===== src/rtl/tgra_pkg.sv =====
`timescale 1ns / 1ps

package tgra_pkg;

    // Register indexes of the configuration port
    localparam logic [1:0] REG_FONT_MODE    = 2'd0;
    localparam logic [1:0] REG_HANZI_OFFSET = 2'd1;
    localparam logic [1:0] REG_ASCII16_BASE = 2'd2;
    localparam logic [1:0] REG_ASCII7_BASE  = 2'd3;

    localparam int CfgIndexWidth = 2;
    localparam int CfgDataWidth  = 24;

    localparam logic        FONT_RESET           = 1'b0;
    localparam logic [15:0] HANZI_OFFSET_RESET   = 16'd846;
    localparam logic [23:0] ASCII16_BASE_RESET   = 24'h03CF80;
    localparam logic [23:0] ASCII7_BASE_RESET    = 24'h03BFC0;

    // Glyph kinds
    localparam logic [1:0] KIND_16X16 = 2'd0;
    localparam logic [1:0] KIND_8X16  = 2'd1;
    localparam logic [1:0] KIND_5X7   = 2'd2;

    localparam logic [5:0] LEN_16X16 = 6'd32;
    localparam logic [5:0] LEN_8X16  = 6'd16;
    localparam logic [5:0] LEN_5X7   = 6'd8;

    localparam logic [7:0] ADV_16X16 = 8'd16;
    localparam logic [7:0] ADV_8X16  = 8'd8;
    localparam logic [7:0] ADV_5X7   = 8'd6;

    localparam logic [7:0] HANZI_FIRST = 8'hB0;
    localparam logic [7:0] HANZI_LAST  = 8'hF7;
    localparam logic [7:0] SYM_FIRST   = 8'hA1;
    localparam logic [7:0] SYM_LAST    = 8'hA3;
    localparam logic [7:0] TRAIL_FIRST = 8'hA1;
    localparam logic [7:0] PRINT_FIRST = 8'h20;
    localparam logic [7:0] PRINT_LAST  = 8'h7E;
    localparam logic [6:0] ROW_GLYPHS  = 7'd94;

    // Command queue depth
    localparam int QueueDepth = 2;
    localparam int QueuePtrW  = $clog2(QueueDepth);
    localparam int QueueCntW  = $clog2(QueueDepth + 1);

    typedef struct packed {
        logic [7:0] text_byte;
        logic       first_byte;
        logic [7:0] start_column;
        logic [2:0] start_page;
    } in_item_t;

    typedef struct packed {
        logic [23:0] rom_address;
        logic [5:0]  fetch_length;
        logic [1:0]  glyph_kind;
        logic [7:0]  glyph_column;
        logic [2:0]  glyph_page;
    } out_item_t;

    // Classified glyph passed from front to back
    typedef struct packed {
        logic [1:0] kind;
        logic       hanzi;     // 16x16 from the hanzi rows, else symbol rows
        logic [6:0] lead_off;  // lead minus first lead of its range
        logic [6:0] code_off;  // trail minus 0xA1, or ASCII minus 0x20
        logic [7:0] column;
        logic [2:0] page;
    } glyph_cmd_t;

    typedef struct packed {
        logic        font_mode;
        logic [15:0] hanzi_row_offset;
        logic [23:0] ascii16_base;
        logic [23:0] ascii7_base;
    } cfg_t;

endpackage


===== src/rtl/tgra_front.sv =====
`timescale 1ns / 1ps

module tgra_front (
    input  logic                clk,
    input  logic                rst_n,
    input  logic                font_mode,
    input  logic                in_valid,
    output logic                in_ready,
    input  tgra_pkg::in_item_t  in_data,
    input  logic                cmd_space,
    output logic                cmd_push,
    output tgra_pkg::glyph_cmd_t cmd
);
    import tgra_pkg::*;

    logic       lead_pending_reg, lead_pending_next;
    logic [7:0] held_lead_reg, held_lead_next;
    logic [7:0] column_reg, column_next;
    logic [2:0] page_reg, page_next;

    logic       accept;
    logic [7:0] b;
    logic [7:0] col_cur;
    logic [2:0] page_cur;
    logic       pend_cur;
    logic       printable;
    logic       is_lead;
    logic       emit;
    logic [7:0] adv;

    assign in_ready = cmd_space;
    assign accept   = in_valid && in_ready;
    assign b        = in_data.text_byte;

    always_comb
    begin
        col_cur   = in_data.first_byte ? in_data.start_column : column_reg;
        page_cur  = in_data.first_byte ? in_data.start_page : page_reg;
        pend_cur  = in_data.first_byte ? 1'b0 : lead_pending_reg;
        printable = (b >= PRINT_FIRST) && (b <= PRINT_LAST);
        is_lead   = ((b >= HANZI_FIRST) && (b <= HANZI_LAST)) ||
                    ((b >= SYM_FIRST) && (b <= SYM_LAST));

        emit              = 1'b0;
        adv               = '0;
        lead_pending_next = 1'b0;
        held_lead_next    = '0;
        cmd.kind          = KIND_8X16;
        cmd.hanzi         = held_lead_reg >= HANZI_FIRST;
        cmd.lead_off      = cmd.hanzi ? 7'(held_lead_reg - HANZI_FIRST)
                                      : 7'(held_lead_reg - SYM_FIRST);
        cmd.code_off      = 7'(b - PRINT_FIRST);
        cmd.column        = col_cur;
        cmd.page          = page_cur;

        if (b == '0)
        begin
            // end of string: drop any held lead, keep the cursor
        end
        else if (font_mode)
        begin
            if (printable)
            begin
                emit     = 1'b1;
                adv      = ADV_5X7;
                cmd.kind = KIND_5X7;
            end
        end
        else if (pend_cur && (b >= TRAIL_FIRST))
        begin
            emit         = 1'b1;
            adv          = ADV_16X16;
            cmd.kind     = KIND_16X16;
            cmd.code_off = 7'(b - TRAIL_FIRST);
        end
        else if (is_lead)
        begin
            lead_pending_next = 1'b1;
            held_lead_next    = b;
        end
        else if (printable)
        begin
            emit     = 1'b1;
            adv      = ADV_8X16;
            cmd.kind = KIND_8X16;
        end

        column_next = col_cur + adv;
        page_next   = page_cur;
        cmd_push    = accept && emit;
    end

    always_ff @(posedge clk or negedge rst_n)
    begin
        if (!rst_n)
        begin
            lead_pending_reg <= 1'b0;
            held_lead_reg    <= '0;
            column_reg       <= '0;
            page_reg         <= '0;
        end
        else if (accept)
        begin
            lead_pending_reg <= lead_pending_next;
            held_lead_reg    <= held_lead_next;
            column_reg       <= column_next;
            page_reg         <= page_next;
        end
    end

endmodule


===== src/rtl/tgra_queue.sv =====
`timescale 1ns / 1ps

module tgra_queue (
    input  logic                 clk,
    input  logic                 rst_n,
    input  logic                 push,
    input  tgra_pkg::glyph_cmd_t push_data,
    output logic                 space,
    input  logic                 pop,
    output logic                 avail,
    output tgra_pkg::glyph_cmd_t head
);
    import tgra_pkg::*;

    glyph_cmd_t           slot_reg [QueueDepth];
    logic [QueuePtrW-1:0] wr_ptr_reg, wr_ptr_next;
    logic [QueuePtrW-1:0] rd_ptr_reg, rd_ptr_next;
    logic [QueueCntW-1:0] count_reg, count_next;

    assign space = count_reg != QueueCntW'(QueueDepth);
    assign avail = count_reg != '0;
    assign head  = slot_reg[rd_ptr_reg];

    always_comb
    begin
        wr_ptr_next = wr_ptr_reg;
        rd_ptr_next = rd_ptr_reg;
        count_next  = count_reg;
        if (push)
        begin
            wr_ptr_next = (wr_ptr_reg == QueuePtrW'(QueueDepth - 1)) ? '0 : wr_ptr_reg + 1'b1;
        end
        if (pop)
        begin
            rd_ptr_next = (rd_ptr_reg == QueuePtrW'(QueueDepth - 1)) ? '0 : rd_ptr_reg + 1'b1;
        end
        if (push && !pop)
        begin
            count_next = count_reg + 1'b1;
        end
        else if (pop && !push)
        begin
            count_next = count_reg - 1'b1;
        end
    end

    always_ff @(posedge clk)
    begin
        if (push)
        begin
            slot_reg[wr_ptr_reg] <= push_data;
        end
    end

    always_ff @(posedge clk or negedge rst_n)
    begin
        if (!rst_n)
        begin
            wr_ptr_reg <= '0;
            rd_ptr_reg <= '0;
            count_reg  <= '0;
        end
        else
        begin
            wr_ptr_reg <= wr_ptr_next;
            rd_ptr_reg <= rd_ptr_next;
            count_reg  <= count_next;
        end
    end

endmodule


===== src/rtl/tgra_back.sv =====
`timescale 1ns / 1ps

module tgra_back (
    input  logic                 clk,
    input  logic                 rst_n,
    input  tgra_pkg::cfg_t       cfg,
    input  logic                 cmd_avail,
    input  tgra_pkg::glyph_cmd_t cmd,
    output logic                 cmd_pop,
    output logic                 out_valid,
    input  logic                 out_ready,
    output tgra_pkg::out_item_t  out_data
);
    import tgra_pkg::*;

    logic      out_valid_reg, out_valid_next;
    out_item_t out_data_reg, out_data_next;

    logic [12:0] row_base;
    logic [16:0] glyph_index;

    assign cmd_pop = cmd_avail && (!out_valid_reg || out_ready);

    always_comb
    begin
        row_base    = 13'(cmd.lead_off) * 13'(ROW_GLYPHS);
        glyph_index = 17'(row_base) + 17'(cmd.code_off) +
                      (cmd.hanzi ? 17'(cfg.hanzi_row_offset) : 17'd0);

        out_data_next.fetch_length = LEN_8X16;
        out_data_next.rom_address  = cfg.ascii16_base + {13'd0, cmd.code_off, 4'd0};
        case (cmd.kind)
            KIND_16X16:
            begin
                out_data_next.fetch_length = LEN_16X16;
                out_data_next.rom_address  = {2'd0, glyph_index, 5'd0};
            end
            KIND_5X7:
            begin
                out_data_next.fetch_length = LEN_5X7;
                out_data_next.rom_address  = cfg.ascii7_base + {14'd0, cmd.code_off, 3'd0};
            end
            default:
            begin
            end
        endcase
        out_data_next.glyph_kind   = cmd.kind;
        out_data_next.glyph_column = cmd.column;
        out_data_next.glyph_page   = cmd.page;

        out_valid_next = out_valid_reg;
        if (cmd_pop)
        begin
            out_valid_next = 1'b1;
        end
        else if (out_ready)
        begin
            out_valid_next = 1'b0;
        end
    end

    always_ff @(posedge clk)
    begin
        if (cmd_pop)
        begin
            out_data_reg <= out_data_next;
        end
    end

    always_ff @(posedge clk or negedge rst_n)
    begin
        if (!rst_n)
        begin
            out_valid_reg <= 1'b0;
        end
        else
        begin
            out_valid_reg <= out_valid_next;
        end
    end

    assign out_valid = out_valid_reg;
    assign out_data  = out_data_reg;

endmodule


===== src/rtl/text_glyph_rom_addresser_top.sv =====
`timescale 1ns / 1ps

// Turns a text byte stream into font ROM fetch requests, one beat per glyph:
// byte address, fetch length, glyph kind and the display column and page.
// Takes one text byte per cycle; the front classifies a glyph's last byte into
// a two-entry command queue and the back forms the address from the queue head
// into the output register, which presents the beat. A stalled output fills
// the queue and then holds in_ready low. Bytes that end a string, open
// a double-byte pair or are unprintable produce no beat. The configuration
// registers are to be written only while no bytes are in flight.
module text_glyph_rom_addresser_top (
    input  logic                                   clk,
    input  logic                                   rst_n,
    input  logic                                   cfg_we,
    input  logic [tgra_pkg::CfgIndexWidth-1:0]     cfg_index,
    input  logic [tgra_pkg::CfgDataWidth-1:0]      cfg_data,
    input  logic                                   in_valid,
    output logic                                   in_ready,
    input  tgra_pkg::in_item_t                     in_data,
    output logic                                   out_valid,
    input  logic                                   out_ready,
    output tgra_pkg::out_item_t                    out_data
);
    import tgra_pkg::*;

    cfg_t       cfg_reg;
    glyph_cmd_t front_cmd;
    glyph_cmd_t queue_head;
    logic       cmd_push;
    logic       cmd_space;
    logic       cmd_pop;
    logic       cmd_avail;

    always_ff @(posedge clk or negedge rst_n)
    begin
        if (!rst_n)
        begin
            cfg_reg.font_mode        <= FONT_RESET;
            cfg_reg.hanzi_row_offset <= HANZI_OFFSET_RESET;
            cfg_reg.ascii16_base     <= ASCII16_BASE_RESET;
            cfg_reg.ascii7_base      <= ASCII7_BASE_RESET;
        end
        else if (cfg_we)
        begin
            case (cfg_index)
                REG_FONT_MODE:    cfg_reg.font_mode        <= cfg_data[0];
                REG_HANZI_OFFSET: cfg_reg.hanzi_row_offset <= cfg_data[15:0];
                REG_ASCII16_BASE: cfg_reg.ascii16_base     <= cfg_data;
                REG_ASCII7_BASE:  cfg_reg.ascii7_base      <= cfg_data;
                default:
                begin
                end
            endcase
        end
    end

    tgra_front u_front (
        .clk       (clk),
        .rst_n     (rst_n),
        .font_mode (cfg_reg.font_mode),
        .in_valid  (in_valid),
        .in_ready  (in_ready),
        .in_data   (in_data),
        .cmd_space (cmd_space),
        .cmd_push  (cmd_push),
        .cmd       (front_cmd)
    );

    tgra_queue u_queue (
        .clk       (clk),
        .rst_n     (rst_n),
        .push      (cmd_push),
        .push_data (front_cmd),
        .space     (cmd_space),
        .pop       (cmd_pop),
        .avail     (cmd_avail),
        .head      (queue_head)
    );

    tgra_back u_back (
        .clk       (clk),
        .rst_n     (rst_n),
        .cfg       (cfg_reg),
        .cmd_avail (cmd_avail),
        .cmd       (queue_head),
        .cmd_pop   (cmd_pop),
        .out_valid (out_valid),
        .out_ready (out_ready),
        .out_data  (out_data)
    );

endmodule

===== config.mk =====
export PLATFORM = sky130hd
export DESIGN_NAME = text_glyph_rom_addresser_top
export DESIGN_NICKNAME = d
export VERILOG_FILES = /design/src/rtl/tgra_pkg.sv /design/src/rtl/tgra_front.sv /design/src/rtl/tgra_queue.sv /design/src/rtl/tgra_back.sv /design/src/rtl/text_glyph_rom_addresser_top.sv
export SDC_FILE = /design/constraint.sdc
export NUM_CORES = 1
export LEC_CHECK = 0
export BUFFER_PORTS_ARGS = -buffer_cell sky130_fd_sc_hd__buf_2
export CAP_MARGIN = 5
export CORE_MARGIN = 2
export CORE_UTILIZATION = 40
export CTS_CLUSTER_SIZE = 40
export DETAILED_ROUTE_END_ITERATION = 10
export SETUP_SLACK_MARGIN = 0.5
export SLEW_MARGIN = 20
export SYNTH_ARGS = -nofsm -noshare
export SYNTH_HDL_FRONTEND = slang
export SYNTH_SLANG_ARGS = --single-unit

===== constraint.sdc =====
create_clock -name clk -period 15.3 [get_ports clk]
set_input_delay 0.765 -clock clk [delete_from_list [all_inputs] [get_ports clk]]
set_output_delay 0.765 -clock clk [all_outputs]
set_load 0.01 [all_outputs]

Yosys cells after proc, flatten, opt, wreduce, memory -nomap -nowiden
Memory sizes are Yosys's and may differ from the RTL's. Index checks and enable logic that the tools add are counted.

Add/sub/neg operators: 13. $mul: 1. Magnitude comparators: 7. Equality and inequality tests: 5. Multiplexer cells: 40. Reduce and logical (&&, ||, !) cells: 24.

Operators with widths (count): 8-bit two-way mux (9); 30-bit one-hot mux with 2 select lines (1); 7-bit two-way mux (4); 7-bit by 6-bit subtractor with 7-bit output, second input constant (4); 24-bit by 10-bit adder with 24-bit output (1); 24-bit by 11-bit adder with 24-bit output (1); 8-bit greater-or-equal comparator, second input constant (3); 17-bit adder (1); 1-bit two-way mux (17); 8-bit less-or-equal comparator, second input constant (2); 16-bit two-way mux (1); 13-bit by 7-bit adder with 14-bit output (1); 7-bit by 6-bit multiplier with 12-bit output, second input constant (1); 2-bit two-way mux (5); 1-bit logical AND (9); 8-bit adder (1); 8-bit by 6-bit greater-or-equal comparator with 1-bit output, second input constant (1); 8-bit by 7-bit less-or-equal comparator with 1-bit output, second input constant (1); 8-bit zero test (1); 2-bit AND reduction (4); 2-bit == test, second input constant (3); 3-bit two-way mux (2); 2-bit nonzero test (3); 2-bit zero test (2); 8 further kinds (12).

Flip-flop bits (word level): 133. Memory bits (writable): 56. Input port bits: 51. Output and inout port bits: 45. Word-level logic and storage cells: 108. Memories: 1.

Memories: u_queue.slot_reg (depth 2, width 28, read ports 1, clocked after Yosys merged registers in 0, write ports 1, RTL line tgra_queue.sv:15) `glyph_cmd_t slot_reg [QueueDepth];`.

Logic depth before layout (Yosys ltp)
Gate-level depths: netlist of run 1.

Depth after elaboration: 12. Gate-level depth with buffers: 25. Depth with buffers taken out: 23.

Hierarchy
Synthesis of run 1 repeated with hierarchy kept, for this count alone.

Cells, all modules: 866. Area total of the unflattened synthesis: 10910.5 um^2.

By module, submodules not included: tgra_back (times used 1, cells an instance 467, area an instance 4508.1 um^2, sequential area each 1226.2 um^2); text_glyph_rom_addresser_top (times used 1, cells an instance 139, area an instance 2580.0 um^2, sequential area each 1659.1 um^2); tgra_queue (times used 1, cells an instance 103, area an instance 2257.2 um^2, sequential area each 1781.7 um^2); tgra_front (times used 1, cells an instance 157, area an instance 1565.3 um^2, sequential area each 500.5 um^2).

Worst setup path before layout of run 1
Ideal clock, no wire load.

Kind: flip-flop to flip-flop. Start point: register u_queue.rd_ptr_reg. End point: register u_back.out_data_reg (netlist bit u_back.out_data[38]) (data pin). Library setup time: 0.259 ns. Arrival time: 5.745 ns. Required time: 15.041 ns. Path slack: 9.296 ns. Cell stages (with the launch flop): 24. Buffers on the path: 2. Period minus slack after synthesis: 6.004 ns. Cell sequence: dfrtp_1 -> buf_2 -> buf_2 -> mux2i_1 -> fa_1 -> inv_1 -> ha_1 -> fa_1 -> inv_1 -> fa_1 -> xnor2_1 -> ha_1 -> nand2_1 -> o21ai_0 -> nand2_1 -> xnor2_1 -> ha_1 -> a21o_1 -> a221oi_1 -> nor2b_1 -> a311oi_2 -> o21ai_2 -> xor2_1 -> a21oi_2.

RTL lines: start, declared (RTL line tgra_queue.sv:17) `logic [QueuePtrW-1:0] rd_ptr_reg, rd_ptr_next;`; start signal, assigned (RTL line tgra_queue.sv:66) `rd_ptr_reg <= rd_ptr_next;`; end signal, assigned (RTL line tgra_back.sv:66) `out_data_reg <= out_data_next;`; end, declared (RTL line tgra_back.sv:17) `out_item_t out_data_reg, out_data_next;`.

==> results.ini, run 1 <==
[placement]
port_buffers=92
gp_routability_congestion=0.8544
total_placed_instance_area_um2=11650
detailedPlacementHpwl_um=17100

[die]
initial_utilization_pct=40.40
floorplan.die_area_um2=28320
die_y_um=168.3
core_um2=26730
die_width_um=168.3
io_pins=96
fp-row-count=60

[final_layout]
fillers=2499
antenna-diode-count=0
layout-drive-gt1-share_pct=28.29
area.sequential_um2=5137
fin_nets=1130
fin_area_um2=12270
multi_input_comb_area_um2=5335
syn2layout_area_growth_pct=13.60
max_reg_flops=65

[yosys]
async_reset_ff_share_pct=48.65
yosysUniqueCellTypes=70
synth_largest_area_cell=edfxtp_1
synth.top_cell.area_share_pct=26.42
synth.ff_latch_count=185
yosys_most_used_dff=edfxtp_1
synth_area_um2=10800
synth.yosys.warnings=0
postSynthCellCount=892
synth.area.top_cells=edfxtp_1 (26%), dfrtp_1 (15%), mux2_2 (10%), ha_1 (8.3%), dfstp_2 (6.3%)
sequential_cell_area_fraction_in_the_yosys_report_pct=47.58
syn_avg_cell_area_um2=12.11
synth_enable_flop_cells=95

[drt]
number_of_vias_after_detailed_routing=7036
drt-initial-drc-count=347
routed_wl_um=22890
routed_wire_length_per_instance_um=17.02
drc_errors=0
vias_per_cell=5.231
detail_route.first_pass.iterations=5
antenna_left=0

[timing]
period_minus_slack_ps=6523
maxSlewViolCount=0
worst_pin_slew_ps=949.4
rsz0062_at_grt=no
setup-tns-final_ps=0
fmaxAchievable_mhz=153.3
period_share_pct=42.64
timing.clock.skew_ps=13.37
timing.final.hold_violations=0
slew_headroom_pct=36.55
setup-violations-final=0

[setup_path]
timing.critical_path.required_ps=15490
worst_setup_path_end_kind=flip-flop
critical_path_arrival_ps=6710
worst_setup_path_start_kind=flip-flop
worst-path-max-fanout=23
critical_path_class=reg2reg

[cts]
numCtsBuffers=17
clkTransAtPathRegs_ps=80
clock_insertion_delay_worst_skew_ps=440
post_cts.resized_instances=0
cts_post_setup_buffers_inserted=0
cts-root-to-sink-buffers=2
ctsHtreeMaxLevel=4
clock_sinks=185
holdBufCountCts=0
clock_tree_from_tritoncts=yes
cts-root-buf=clkbuf_16

[global_routing]
grt_start_max_net_pins=56
grt_antenna_before_repair=2
grt_remaining_overflow=0
grt_pass1_vias=7062
grt_first_pass_wirelength_um=37050
global_route.usage.total_pct=16.76

[min_path]
min-delay-path-class=in2async

[run]
drv_cap=0

[status]
run_status=finished clean

-- stage by stage --
| stage | setup slack [ps] | hold WS [ps] | cells | utilization (%) |
|---|---|---|---|---|
| final | 8777 | 269.0 | 1345 | 45.90 |
| after global placement | 8907 | 459.3 | 1312 | 43.58 |
| after CTS | 8734 | 273.1 | 1344 | 45.86 |
| after global routing | 8288 | 293.1 | 1345 | 45.90 |
| after floorplan | 9296 | 446.0 | 894 | - |
| after detailed placement | 8764 | 472.2 | 1312 | 43.58 |
-- cell type report --
class	instances	area share, %
multi-input cells	627	43.49
clock inverters	15	1.489
inverters	58	1.775
clock buffers	17	3.468
well taps	341	3.478
repair buffers	102	4.417
flip-flops and latches	185	41.88
-- metal layers --
metal / GRT usage, % / wire length (um) / share of wire, % / vias up
met1: 22.23 / 10780 / 47 / 3451
met2: 28.31 / 11060 / 48 / 137
met3: 2.868 / 752 / 3.3 / 22
li1: - / - / - / 3422
met4: 4.798 / 269 / 1.2 / 4
met5: 0 / 27 / 0.12 / -
-- synth_stat cells (5+ instances only) --
master / instances
a211oi_1: 7
a21o_1: 20
a21oi_1: 32
a22o_1: 13
and2_1: 14
and3_1: 9
buf_2: 7
clkbuf_1: 11
dfrtp_1: 64
dfstp_2: 26
edfxtp_1: 95
fa_1: 16
ha_1: 72
inv_1: 56
mux2_2: 99
mux2i_1: 12
nand2_1: 51
nand2b_1: 7
nand3_1: 16
nand4_1: 7
nor2_1: 29
nor2b_1: 10
nor3_1: 8
o21a_1: 11
o21ai_0: 26
o21ai_1: 7
o21bai_1: 5
o22ai_1: 5
xnor2_1: 52
xor2_1: 35
-- worst max-delay path, cell delays in order (launching register included) --
cell      delay, ps
dfrtp_1         540
buf_4           400
mux2i_1         530
fa_1            480
inv_1            60
ha_1            240
fa_1            570
inv_1            70
fa_1            460
xnor2_1         150
ha_1            340
nand2_1          60
o21ai_0         330
nand2_1         110
xnor2_1         150
ha_1            380
a21o_1          220
a221oi_1        320
nor2b_1          90
a311oi_2        360
o21ai_2         120
xor2_1          190
a21oi_2          70
-- path summary, 6_finish.rpt --
path | start | endpoint | slack [ps] | depth (start not counted)
setup / recovery | u_queue.rd_ptr_reg | u_back.out_data[38] | 8780 | 22
hold / removal | rst_n | u_front.column_reg[0] | 270 | 1
setup reg to reg | u_queue.rd_ptr_reg | u_back.out_data[38] | 8780 | 22
hold reg to reg | u_front.column_reg[6] | u_front.column_reg[6] | 480 | 2
max in group asynchronous | rst_n | cfg_reg[61] | 13910 | 2
min in group clk | u_front.column_reg[6] | u_front.column_reg[6] | 480 | 2
-- cell usage in the layout, fill, tap and decap left out, types with 13 or more instances in the layout --
cell	count
a22o_1	13
mux2_2	99
o21ai_0	26
fa_1	16
buf_2	91
nor2_1	29
a21oi_1	32
ha_1	72
nand2_1	51
and2_1	14
xnor2_1	52
edfxtp_1	95
clkbuf_16	17
nand3_1	16
xor2_1	35
dfrtp_1	64
inv_1	56
a21o_1	20
dfstp_2	26
-- kinds of logic (layout without fill, tap and decap cells) --
logic type,count (synthesis),after routing,share of synthesized area [%]
buffers and inverters,82,192,3.140
multiplexers,112,112,11.56
flip-flops,185,185,47.58
XOR/XNOR,87,87,7.057
adder cells (fa/ha/maj),88,88,11.31
AND/OR/NAND/NOR,174,174,8.296
other,1,3,0.03473
AO/OA/AOI/OAI,163,163,11.02
Power of run 1 is not shown: default switching activity piles up to over one toggle a cycle in this logic, so the estimate is an artifact.
==> run 2: changes to the inputs <==
Settings changed: ABC_AREA from default to 1.
Clock period 15.3 ns to 5.3 ns, I/O delays scaled along.
==> run 2 against run 1 <==
Against the previous run:
- critical path depth increased by 4
- hold slack got worse by 250 ps
- clock skew about the same
- largest cell class unchanged
- highest routed layer unchanged
==> results.ini, run 2 <==
[yosys]
synth_area_um2=11620  ; +7.6%
yosysMostFrequentCell=nand2_1
synth.ff_latch_count=185  ; unchanged
synth.area.top_cells=edfxtp_1 (25%), nand2_1 (14%), dfrtp_1 (14%), ha_1 (7.8%), inv_1 (7.0%)
sequential_cell_area_fraction_in_the_yosys_report_pct=44.22  ; -3.4 points
postSynthCellCount=1448  ; +62%
synth.top_cell.area_share_pct=24.55  ; -1.9 points
yosysUniqueCellTypes=45  ; -36%
synth.yosys.warnings=0  ; unchanged
syn_avg_cell_area_um2=8.024  ; -34%
synth_largest_area_cell=edfxtp_1
synth_enable_flop_cells=95  ; unchanged
yosys-top-cells-count=nand2_1 (442), inv_1 (216), nand3_1 (121), o21ai_0 (113), edfxtp_1 (95)
yosys_most_used_dff=edfxtp_1
async_reset_ff_share_pct=48.65  ; unchanged

[timing]
timing.final.hold_violations=0  ; unchanged
setup-violations-final=0  ; unchanged
period_minus_slack_ps=5171  ; -1353 ps
period_share_pct=97.56  ; +55 points
timing.clock.skew_ps=13.15  ; -0.2254 ps
rsz0062_at_grt=yes
maxSlewViolCount=0  ; unchanged
fmaxAchievable_mhz=193.4  ; +26%
worst_pin_slew_ps=826.6  ; -122.8 ps
slew_headroom_pct=44.76  ; +8.2 points
finalWorstSetupSlack_ps=129.2  ; -8647 ps

[placement]
gp_routability_congestion=0.9110  ; +6.6%
detailedPlacementHpwl_um=22790  ; +33%
post-place-ws_ps=-95.42  ; -8859 ps
port_buffers=92  ; unchanged

[setup_path]
worst-path-max-fanout=6  ; -74%
critical_path_arrival_ps=5370  ; -1340 ps
critical_path_class=reg2reg
timing.critical_path.required_ps=5500  ; -9990 ps
worst_setup_path_start_kind=flip-flop
worst_setup_path_end_kind=flip-flop
worst-r2r-cell-count=26  ; +18%

[final_layout]
layout.cells.most_common=nand2_1
syn2layout_area_growth_pct=19.89
fin_nets=1707  ; +51%
layout-drive-gt1-share_pct=19.99  ; -8.3 points
layout.cells.most_common_list=nand2_1 (417), inv_1 (207), o21ai_0 (107), nand3_1 (105), edfxtp_1 (95)
max_reg_flops=65  ; unchanged
antenna-diode-count=0  ; unchanged
fillers=2741  ; +9.7%

[cts]
cts-root-buf=clkbuf_16
clock_sinks=185  ; unchanged
cts-root-to-sink-buffers=2  ; unchanged
clock_insertion_delay_worst_skew_ps=450  ; about the same
clkTransAtPathRegs_ps=70  ; about the same
clock_tree_from_tritoncts=yes
ctsHtreeMaxLevel=4  ; unchanged
numCtsBuffers=17  ; unchanged

[die]
fp-row-count=62  ; +3.3%
io_pins=96  ; unchanged
initial_utilization_pct=40.59  ; +0.19 points
die_y_um=174.4  ; +3.6%
floorplan.die_area_um2=30430  ; +7.4%
core_um2=28630  ; +7.1%
die_width_um=174.4  ; +3.6%

[min_path]
min_path_cells=2
min-delay-path-class=in2reg

[drt]
drt-initial-drc-count=835  ; +140%
drc_errors=0  ; unchanged
routed_wire_length_per_instance_um=15.50  ; -8.9%
vias_per_cell=4.991  ; -4.6%
detail_route.first_pass.iterations=5  ; unchanged
routed_wl_um=30460  ; +33%
number_of_vias_after_detailed_routing=9808  ; +39%
antenna_left=0  ; unchanged

[status]
run_status=finished clean

[global_routing]
grt_start_max_net_pins=61  ; +8.9%
grt_remaining_overflow=0  ; unchanged
grt_pass1_vias=9454  ; +34%
grt_antenna_before_repair=1  ; -1
grt_first_pass_wirelength_um=49430  ; +33%
global_route.usage.total_pct=20.60  ; +3.8 points

[run]
drv_cap=0  ; unchanged

-- run 2: cell count changes after synthesis, sizes merged, moves of 12 or more --
cell	previous run	this run
xnor2	52	9
nand4	7	22
mux2	99	0
or2	0	17
mux2i	13	0
xor2	35	23
nand2	54	444
and2	15	1
nor2	31	77
nand3	16	121
o21ai	35	119
a21o	20	2
inv	58	220
-- run 2: final timing paths --
check | end | slack, ps | start
hold reg to reg | u_queue.wr_ptr_reg | 480 | u_queue.wr_ptr_reg
setup / recovery | u_back.out_data[38] | 130 | u_queue.rd_ptr_reg
setup reg to reg | u_back.out_data[38] | 130 | u_queue.rd_ptr_reg
max in group asynchronous | cfg_reg[4] | 3810 | rst_n
hold / removal | u_back.out_valid | 20 | out_ready
min in group asynchronous | u_back.out_valid | 290 | rst_n
-- run 2: metrics by stage --
| step | utilization [%] | cells | TNS (ps) | hold WS, ps | cell area, um^2 |
|---|---|---|---|---|---|
| finish | 48.66 | 1965 | 0 | 20.94 | 13930 |
| global route | 48.66 | 1965 | -721.2 | 44.59 | 13930 |
| CTS | 47.62 | 1954 | 0 | 1.343 | 13630 |
| detailed placement | 44.06 | 1904 | -95.42 | 240.8 | 12610 |
| global placement | 44.06 | 1904 | -107.1 | 243.1 | 12610 |
| floorplan | - | 1450 | 0 | -30.59 | 11760 |
-- run 2: cell type report --
type	instances	area [um^2]	area share (%)
sequential	185	5137	36.88
clock buffer	18	450.4	3.234
clock inverter	14	190.2	1.365
timing repair buffer	134	788.3	5.659
tap	384	480.5	3.449
multi-input combinational	1010	6055	43.47
inverter	220	828.3	5.946
-- run 2: metal layers --
layer / up-vias / wire (um) / GRT usage [%]
met5: - / 18 / 0
met4: 2 / 525 / 5.147
met3: 37 / 1400 / 4.199
met2: 244 / 14880 / 35.37
met1: 4601 / 13630 / 26.58
li1: 4924 / - / -
-- run 2: cells by family (layout without fill, tap and decap cells) --
logic type,Yosys count,after routing,synth area share [%]
simple gates,705,705,25.72
flops,185,185,44.22
buf+inv,255,386,8.594
compound gates,182,182,8.518
xor+xnor,32,32,2.412
fa+ha+maj,88,88,10.51
other cells,1,3,0.03228
-- run 2: critical path: stages (launching register included) --
cell     delay (ps)
dfrtp_1         400
inv_2            80
or2_4           260
o21ai_4          90
fa_1            460
inv_2            80
ha_4            190
fa_1            530
inv_2            60
fa_2            560
inv_2            40
ha_4            300
nand2_1          60
inv_1            60
nand4_1         100
nand3_2         120
nand2_4          70
nor2_4          100
xnor2_2          70
ha_1            340
buf_4           160
a21oi_4         180
nand2_2         100
a21oi_2         210
nand3_1         120
nand3_2          90
nand3_2          70
-- run 2: what timing repair did --
item | CTS | global route
endpoints found under the hold margin | 30 | 0
hold buffers | 1 | 0
setup endpoints to repair | 11 | 11
resized for setup | 56 | 53
setup buffers | 17 | 11
pin swaps | 38 | 41
Power of run 2 is left out for the same reason.
